$ cat config.mk
export PLATFORM = sky130hd
export DESIGN_NAME = ikc_front
export DESIGN_NICKNAME = d
export VERILOG_FILES = /design/src/hdl/ikc_pkg.sv /design/src/hdl/ikc_front.sv
export SDC_FILE = /design/constraint.sdc
export NUM_CORES = 2
export LEC_CHECK = 0
export BUFFER_PORTS_ARGS = -buffer_cell sky130_fd_sc_hd__buf_4
export CAP_MARGIN = 20
export CELL_PAD_IN_SITES_DETAIL_PLACEMENT = 1
export CELL_PAD_IN_SITES_GLOBAL_PLACEMENT = 1
export CORE_ASPECT_RATIO = 0.75
export CORE_MARGIN = 3
export CORE_UTILIZATION = 52
export DETAILED_ROUTE_END_ITERATION = 12
export PLACE_DENSITY_LB_ADDON = 0.25
export SLEW_MARGIN = 30
export SYNTH_ARGS = -nofsm -noshare
export SYNTH_HDL_FRONTEND = slang
export SYNTH_SLANG_ARGS = --single-unit
export TNS_END_PERCENT = 100
$ cat constraint.sdc
create_clock -name clk -period 11.15 [get_ports clk]
set_clock_uncertainty 0.15 [all_clocks]
set_input_delay 1.115 -clock clk [delete_from_list [all_inputs] [get_ports clk]]
set_output_delay 1.115 -clock clk [all_outputs]
set_load 0.1 [all_outputs]
$ cat src/hdl/ikc_pkg.sv
// Shared types, fixed-point constants and the CORDIC arctangent table for the
// two-link inverse kinematics core. No dependencies.
`default_nettype none

package ikc_pkg;

  // Width of Q30 angle accumulators and of the CORDIC vector registers.
  localparam int AW = 36;
  localparam int CW = 34;

  // Largest CORDIC iteration count the arctangent table supports.
  localparam int STEP_MAX = 24;

  // Angles in Q30 radians.
  localparam logic signed [AW-1:0] PI_Q30      = 36'sd3373259426;
  localparam logic signed [AW-1:0] HALF_PI_Q30 = 36'sd1686629713;
  localparam logic [30:0]          ONE_Q30     = 31'h4000_0000;
  localparam logic [31:0]          PI_DEN      = 32'd3373259426;

  // Reciprocal of pi in Q30, scaled by 2^62, for the stepper conversion.
  localparam logic [30:0] STEP_RECIP = 31'((64'd1 << 62) / {32'd0, PI_DEN});

  // Angles in Q14 radians.
  localparam logic signed [20:0] PI_Q14     = 21'sd51472;
  localparam logic signed [20:0] TWO_PI_Q14 = 21'sd102944;
  localparam logic signed [20:0] LIMIT_Q14  = 21'sd34315;

  // Stepper gear factors (steps per pi radians, scaled).
  localparam logic signed [15:0] K_SHOULDER = 16'sd11520;
  localparam logic signed [15:0] K_ELBOW    = 16'sd12352;
  localparam logic signed [15:0] K_COUPLE   = 16'sd8864;

  // Square-root starting bit (2^60) and the value one squared in Q60.
  localparam logic [61:0] SQ_TOP = 62'h1000000000000000;

  // Configuration register indexes and reset values.
  localparam logic [1:0]  CFG_UPPER   = 2'd0;
  localparam logic [1:0]  CFG_LOWER   = 2'd1;
  localparam logic [13:0] UPPER_RESET = 14'd5120;
  localparam logic [13:0] LOWER_RESET = 14'd4352;

  // One classified target handed from the front end to the solver.
  typedef struct packed {
    logic signed [15:0] x;
    logic signed [15:0] y;
    logic [31:0]        r2;
    logic               ok;
    logic               stretch;
  } ikc_item_t;

  // atan(2^-i) in Q30 radians.
  function automatic logic [29:0] atan_entry(input logic [4:0] idx);
    logic [29:0] v;
    case (idx)
      5'd0:  v = 30'd843314856;
      5'd1:  v = 30'd497837829;
      5'd2:  v = 30'd263043836;
      5'd3:  v = 30'd133525158;
      5'd4:  v = 30'd67021686;
      5'd5:  v = 30'd33543515;
      5'd6:  v = 30'd16775850;
      5'd7:  v = 30'd8388437;
      5'd8:  v = 30'd4194282;
      5'd9:  v = 30'd2097149;
      5'd10: v = 30'd1048575;
      5'd11: v = 30'd524287;
      5'd12: v = 30'd262143;
      5'd13: v = 30'd131071;
      5'd14: v = 30'd65535;
      5'd15: v = 30'd32767;
      5'd16: v = 30'd16383;
      5'd17: v = 30'd8191;
      5'd18: v = 30'd4095;
      5'd19: v = 30'd2047;
      5'd20: v = 30'd1023;
      5'd21: v = 30'd511;
      5'd22: v = 30'd255;
      5'd23: v = 30'd127;
      default: v = 30'd0;
    endcase
    return v;
  endfunction

endpackage

`default_nettype wire

$ cat src/hdl/ikc_front.sv
// Front end: accepts target items, squares coordinates and link span, classifies
// reachability and queues classified items for the solver. Uses ikc_pkg.
`default_nettype none

module ikc_front (
  input  logic               clk,
  input  logic               rst_n,
  input  logic               push,
  output logic               full,
  input  logic signed [15:0] target_x,
  input  logic signed [15:0] target_y,
  input  logic [13:0]        upper_len,
  input  logic [13:0]        lower_len,
  output logic               q_valid,
  output ikc_pkg::ikc_item_t q_item,
  input  logic               q_pop
);

  logic               accept;
  logic               s1_v_r, s1_v_nxt;
  logic signed [15:0] s1_x_r, s1_y_r;
  logic [31:0]        s1_xx_r, s1_yy_r;
  logic [29:0]        s1_ss_r;
  logic signed [31:0] xx_full, yy_full;
  logic [14:0]        span;
  logic [29:0]        ss_full;
  logic [31:0]        r2;
  ikc_pkg::ikc_item_t new_item;
  ikc_pkg::ikc_item_t q_mem [2];
  logic               q_wp_r, q_rp_r;
  logic [1:0]         q_cnt_r, q_cnt_nxt;
  logic               q_push;

  // Squares of the target and of the full link span.
  assign xx_full = target_x * target_x;
  assign yy_full = target_y * target_y;
  assign span    = {1'b0, upper_len} + {1'b0, lower_len};
  assign ss_full = span * span;

  // Stage one holds the products; it advances when the queue has room.
  assign q_push   = s1_v_r && (q_cnt_r != 2'd2);
  assign full     = s1_v_r && (q_cnt_r == 2'd2);
  assign accept   = push && !full;
  assign s1_v_nxt = accept || (s1_v_r && !q_push);

  // Reachability: nonzero radius no larger than the span.
  assign r2               = s1_xx_r + s1_yy_r;
  assign new_item.x       = s1_x_r;
  assign new_item.y       = s1_y_r;
  assign new_item.r2      = r2;
  assign new_item.ok      = (r2 != 32'd0) && (r2 <= {2'b00, s1_ss_r});
  assign new_item.stretch = (r2 == {2'b00, s1_ss_r});

  assign q_valid   = (q_cnt_r != 2'd0);
  assign q_item    = q_mem[q_rp_r];
  assign q_cnt_nxt = q_cnt_r + {1'b0, q_push} - {1'b0, q_pop};

  // Stage one registers.
  always_ff @(posedge clk) begin
    if (!rst_n) begin
      s1_v_r <= 1'b0;
    end else begin
      s1_v_r <= s1_v_nxt;
    end
    if (accept) begin
      s1_x_r  <= target_x;
      s1_y_r  <= target_y;
      s1_xx_r <= xx_full;
      s1_yy_r <= yy_full;
      s1_ss_r <= ss_full;
    end
  end

  // Two-entry queue between front end and solver.
  always_ff @(posedge clk) begin
    if (!rst_n) begin
      q_wp_r  <= 1'b0;
      q_rp_r  <= 1'b0;
      q_cnt_r <= 2'd0;
    end else begin
      q_cnt_r <= q_cnt_nxt;
      if (q_push) begin
        q_wp_r <= !q_wp_r;
      end
      if (q_pop) begin
        q_rp_r <= !q_rp_r;
      end
    end
    if (q_push) begin
      q_mem[q_wp_r] <= new_item;
    end
  end

endmodule

`default_nettype wire

Word level (Yosys, flattened, before mapping):

Memory sizes are Yosys's and may differ from the RTL's. A register that Yosys moved wholly into a read port is not among the register bits.
Cells that the tools add are included.

* bits in registers: 131
* output and inout port bits: 68
* memories kept: 1
* input bits: 64
* memory bits (writable): 132

Memories
* q_mem: depth 2, bits a word 66, rd ports 1, clocked after Yosys merged registers in 1, write ports 1, RTL line ikc_front.sv:29 `ikc_pkg::ikc_item_t q_mem [2];`

* reduce and logical (&&, ||, !) cells: 12
* multiply operators: 3
* equal/unequal tests: 3
* muxes and demuxes: 4
* magnitude comparators: 1
* add/sub/neg operators: 4

Operators with widths (count)
* multiplier 16 x 16 -> 32 bit: 2
* adder 32 bit: 1
* == test 32 x 30 -> 1 bit: 1
* less-or-equal comparator 32 x 30 -> 1 bit: 1
* nonzero test 32 bit: 1
* multiplier 15 x 15 -> 30 bit: 1
* adder 14 x 14 -> 15 bit: 1
* logical AND 1 bit: 5
* zero test 1 bit: 4
* 2-to-1 mux 1 bit: 4
* adder 2 x 1 -> 2 bit: 1
* == test 2 bit, second input constant: 1
* != test 2 bit, second input constant: 1
* nonzero test 2 bit: 1
* subtractor 2 x 1 -> 2 bit: 1
* logical OR 1 bit: 1

Logic depth before layout (Yosys ltp):

* depth after elaboration: 5
* depth in mapped cells: 31

Worst setup path before layout:

Ideal clock, no wire load.

* path kind: input to register
* from: input port upper_len[0]
* to: register s1_ss_r[28] (data pin)
* slack: 2.018 ns
* arrival: 8.725 ns
* required time: 10.742 ns
* buffers on the path: 0
* stages on the path: 31
* cells stage by stage: ha_1 fa_1 a211o_1 a21oi_1 o21ai_1 a41oi_1 nor4b_1 nor2_1 xnor2_1 inv_2 and2_1 fa_1 inv_1 fa_1 inv_1 fa_1 fa_1 fa_1 inv_1 fa_1 inv_1 ha_1 a21o_1 a21o_1 a21oi_1 o21ai_0 a21oi_1 o311ai_0 a41o_1 a31oi_1 xnor2_1

* word-level cells in the longest chain between the ends: 2

RTL lines
* start: declaration: RTL line ikc_front.sv:12 `input logic [13:0] upper_len,`
* adder 14 x 14 -> 15 bit: RTL line ikc_front.sv:37 `assign span = {1'b0, upper_len} + {1'b0, lower_len};`
* multiplier 15 x 15 -> 30 bit: RTL line ikc_front.sv:38 `assign ss_full = span * span;`
* named net ss_full[28]: RTL line ikc_front.sv:26 `logic [29:0] ss_full;`
* end signal: assignment: RTL line ikc_front.sv:70 `s1_ss_r <= ss_full;`
* end: declaration: RTL line ikc_front.sv:23 `logic [29:0] s1_ss_r;`

The timed path passes the listed nets, and every way through them passes these cells.
A chain may end at the register's enable or synchronous reset.

Final worst setup path:

Ends and elaborated chain as after synthesis.

==> flow_summary.yaml <==
status:
  outcome: "completed"
critical_path:
  crit_start: "upper_len[0]"
  rr_worst_depth: 16
  crit_arrival_ns: 10.03
  cp.required_ns: 11.36
  cp_slowest_cell: "fa_1"
  r2r_setup_slack_ns: 5.26
  worst_setup_path_end_kind: "flip-flop"
  r2r_start: "s1_xx_r[3]$_DFFE_PP_"
  startpoint_type: "input port"
  crit_path_frequent_cell: "fa_1"
  path_max_fanout: 9
  path_depth: 32
  endpoint: "s1_ss_r[28]$_DFFE_PP_"
  path_buf_inv: 7
  cpPeakStageDelay_ns: 0.55
  cp_top_family: "adder cells"
  critPathKind: "in -> reg"
  reg2reg_to: "q_mem[0][1]$_DFFE_PP_"
place:
  place_congestion: 0.889
  numPortBuffers: 131
  post-dp-hpwl_mm: 76.8
synth:
  synth_seq_cells: 259
  synthCells: 3427
  syn_nets: 4441
  netlist.area_leader.share: 0.345
  post_synth.cell_area_avg_um2: 10.4
  async_reset_ff_frac: 0
  synth_warnings: 0
  synth_flop_cell: "edfxtp_1"
  synthTopCellsByArea: "fa_1, edfxtp_1, ha_1, inv_1, nand2_1"
  yosys.area.top_type: "fa_1"
  netlist_area_um2: 35600
  synth_cell_type_count: 70
  synth-seq-area-share: 0.217
  synth_edf_count: 253
grt:
  antenna_found_initial: 0
  grtUsageMet1: 0.364
  gr-usage-all-layers: 0.267
  met2_usage: 0.466
  top_usage_layer: "met2"
  grt_pass1_vias: 28400
  grt_max_degree: 63
  grt_pass1_wl_mm: 151
  met3_usage: 0.0389
  overflow: 0
final_layout:
  areaGrowthSynthToFinish_pct: 8.34
  n_antenna_cell: 0
  drive_gt1_frac: 0.0811
  final_cell_mix: "inv_1, fa_1, ha_1"
  nets: 4553
  multi_input_area_um2: 24400
  final-seq-area_um2: 7720
  final_common_cell: "inv_1"
  fillerInstances: 7329
flow_run:
  max-cap-violations: 0
routing:
  postRouteAntennaNets: 0
  drt_pass1_iterations: 7
  routed_wl_mm: 92.4
  drt_iter0_drc: 1371
  wl_per_cell_um: 20.8
  drc: 0
  vias_per_cell: 5.51
  dr_total_vias: 24500
clock_tree:
  clock_latency_ns: 0.63
  root_buffer: "clkbuf_16"
  post_cts.repair.setup_buffers: 0
  cts.sinks: 259
  cts-buffers-inserted: 29
  path_clk_slew_ns: 0.07
  tritoncts: "built"
  htree_levels: 1
  ctsResizeCount: 0
  cts_hold_repair.buffers: 0
  clockBufferDepth: 3
floorplanning:
  initial_utilization: 0.529
  row_count: 82
  coreArea_um2: 67300
  dieArea_um2: 71700
  io_pins: 132
  die_w_um: 308
  fp.dieH_um: 233
timing:
  hold_violations: 0
  fin_crit_ns: 9.82
  tns_ns: 0
  tightest_slew_ns: 0.968
  max-slew-margin-rel: 0.355
  max_freq_mhz: 102
  finalSetupViolations: 0
  rsz0062_at_grt: "false"
  fin_crit_sh: 0.881
  final_max_slew_viol_count: 0
worst_hold_path:
  hold_path_class: "reg -> reg"
## cell usage after synthesis, types with 6 or more instances
cell type / n
inv_1: 867
fa_1: 614
ha_1: 336
edfxtp_1: 253
nand2_1: 253
nor2_1: 142
and2_1: 111
a21oi_1: 109
xnor2_1: 102
mux2_2: 70
o21ai_0: 61
clkbuf_1: 60
a21o_1: 56
xor2_1: 39
nand2b_1: 28
nand3_1: 25
and3_1: 24
nor2b_1: 23
nor3_1: 23
o21a_1: 22
o21bai_1: 16
a211oi_1: 14
nand4_1: 12
o211ai_1: 12
a31oi_1: 11
or3_1: 10
or2_2: 9
o31ai_1: 7
a211o_1: 6
a21boi_0: 6
dfxtp_1: 6
mux2i_1: 6
## metal layers
metal | vias to the layer above | routed length [µm]
li1 | 11000 | -
met1 | 12800 | 40300
met2 | 553 | 45600
met3 | 107 | 5040
met4 | 0 | 1410
met5 | - | 0
## worst min-delay path by stage
stage	slack, ns	cells past startpoint	startpoint	to
global route	0.31	0	s1_x_r[15]$_DFFE_PP_	q_mem[0][65]$_DFFE_PP_
detailed placement	0.28	0	s1_y_r[4]$_DFFE_PP_	q_mem[0][38]$_DFFE_PP_
floorplan	0.27	0	s1_y_r[1]$_DFFE_PP_	q_mem[0][35]$_DFFE_PP_
CTS	0.29	0	s1_x_r[10]$_DFFE_PP_	q_mem[0][60]$_DFFE_PP_
finish	0.29	0	s1_x_r[10]$_DFFE_PP_	q_mem[1][60]$_DFFE_PP_
global placement	0.27	0	s1_y_r[10]$_DFFE_PP_	q_mem[0][44]$_DFFE_PP_
## final cells by class
class,instances,share of cell area
clock buffers,33,0.0192
clock inverters,21,0.00623
inverters,872,0.0848
multi-input cells,2231,0.633
flip-flops and latches,259,0.200
well taps,882,0.0286
repair buffers,146,0.0284
## registers in the layout, indices dropped and copies added (netlist names), 2 cells and up, named ones only
name and count:
s1_x_r 16, s1_xx_r 30, s1_ss_r 29, s1_y_r 16, q_mem 132, q_cnt_r 2
s1_yy_r 30
## logic make-up (layout without fill, tap and decap cells)
group           after synthesis  count (layout)  share of synthesized area
fa+ha+maj                   950             950                      0.463
mux                          76              76                     0.0238
buf+inv                     937            1072                     0.0989
xor+xnor                    141             141                     0.0347
flops                       259             259                      0.217
simple gates                688             688                     0.0927
compound gates              376             376                     0.0699
## stage by stage
| stage | hold WS (ns) | cell area [µm²] | setup WS, ns | std cells | utilization |
|---|---|---|---|---|---|
| after floorplan | 0.271 | 35600 | 2.02 | 3427 | - |
| after global placement | 0.272 | 37600 | 1.30 | 4390 | 0.558 |
| after detailed placement | 0.282 | 37600 | 0.820 | 4390 | 0.558 |
| after CTS | 0.290 | 38600 | 1.46 | 4444 | 0.573 |
| after global routing | 0.309 | 38600 | 0.946 | 4444 | 0.573 |
| final | 0.294 | 38600 | 1.33 | 4444 | 0.573 |
Power is not shown: default switching activity piles up to over one toggle a cycle in this logic, so the estimate is an artifact.
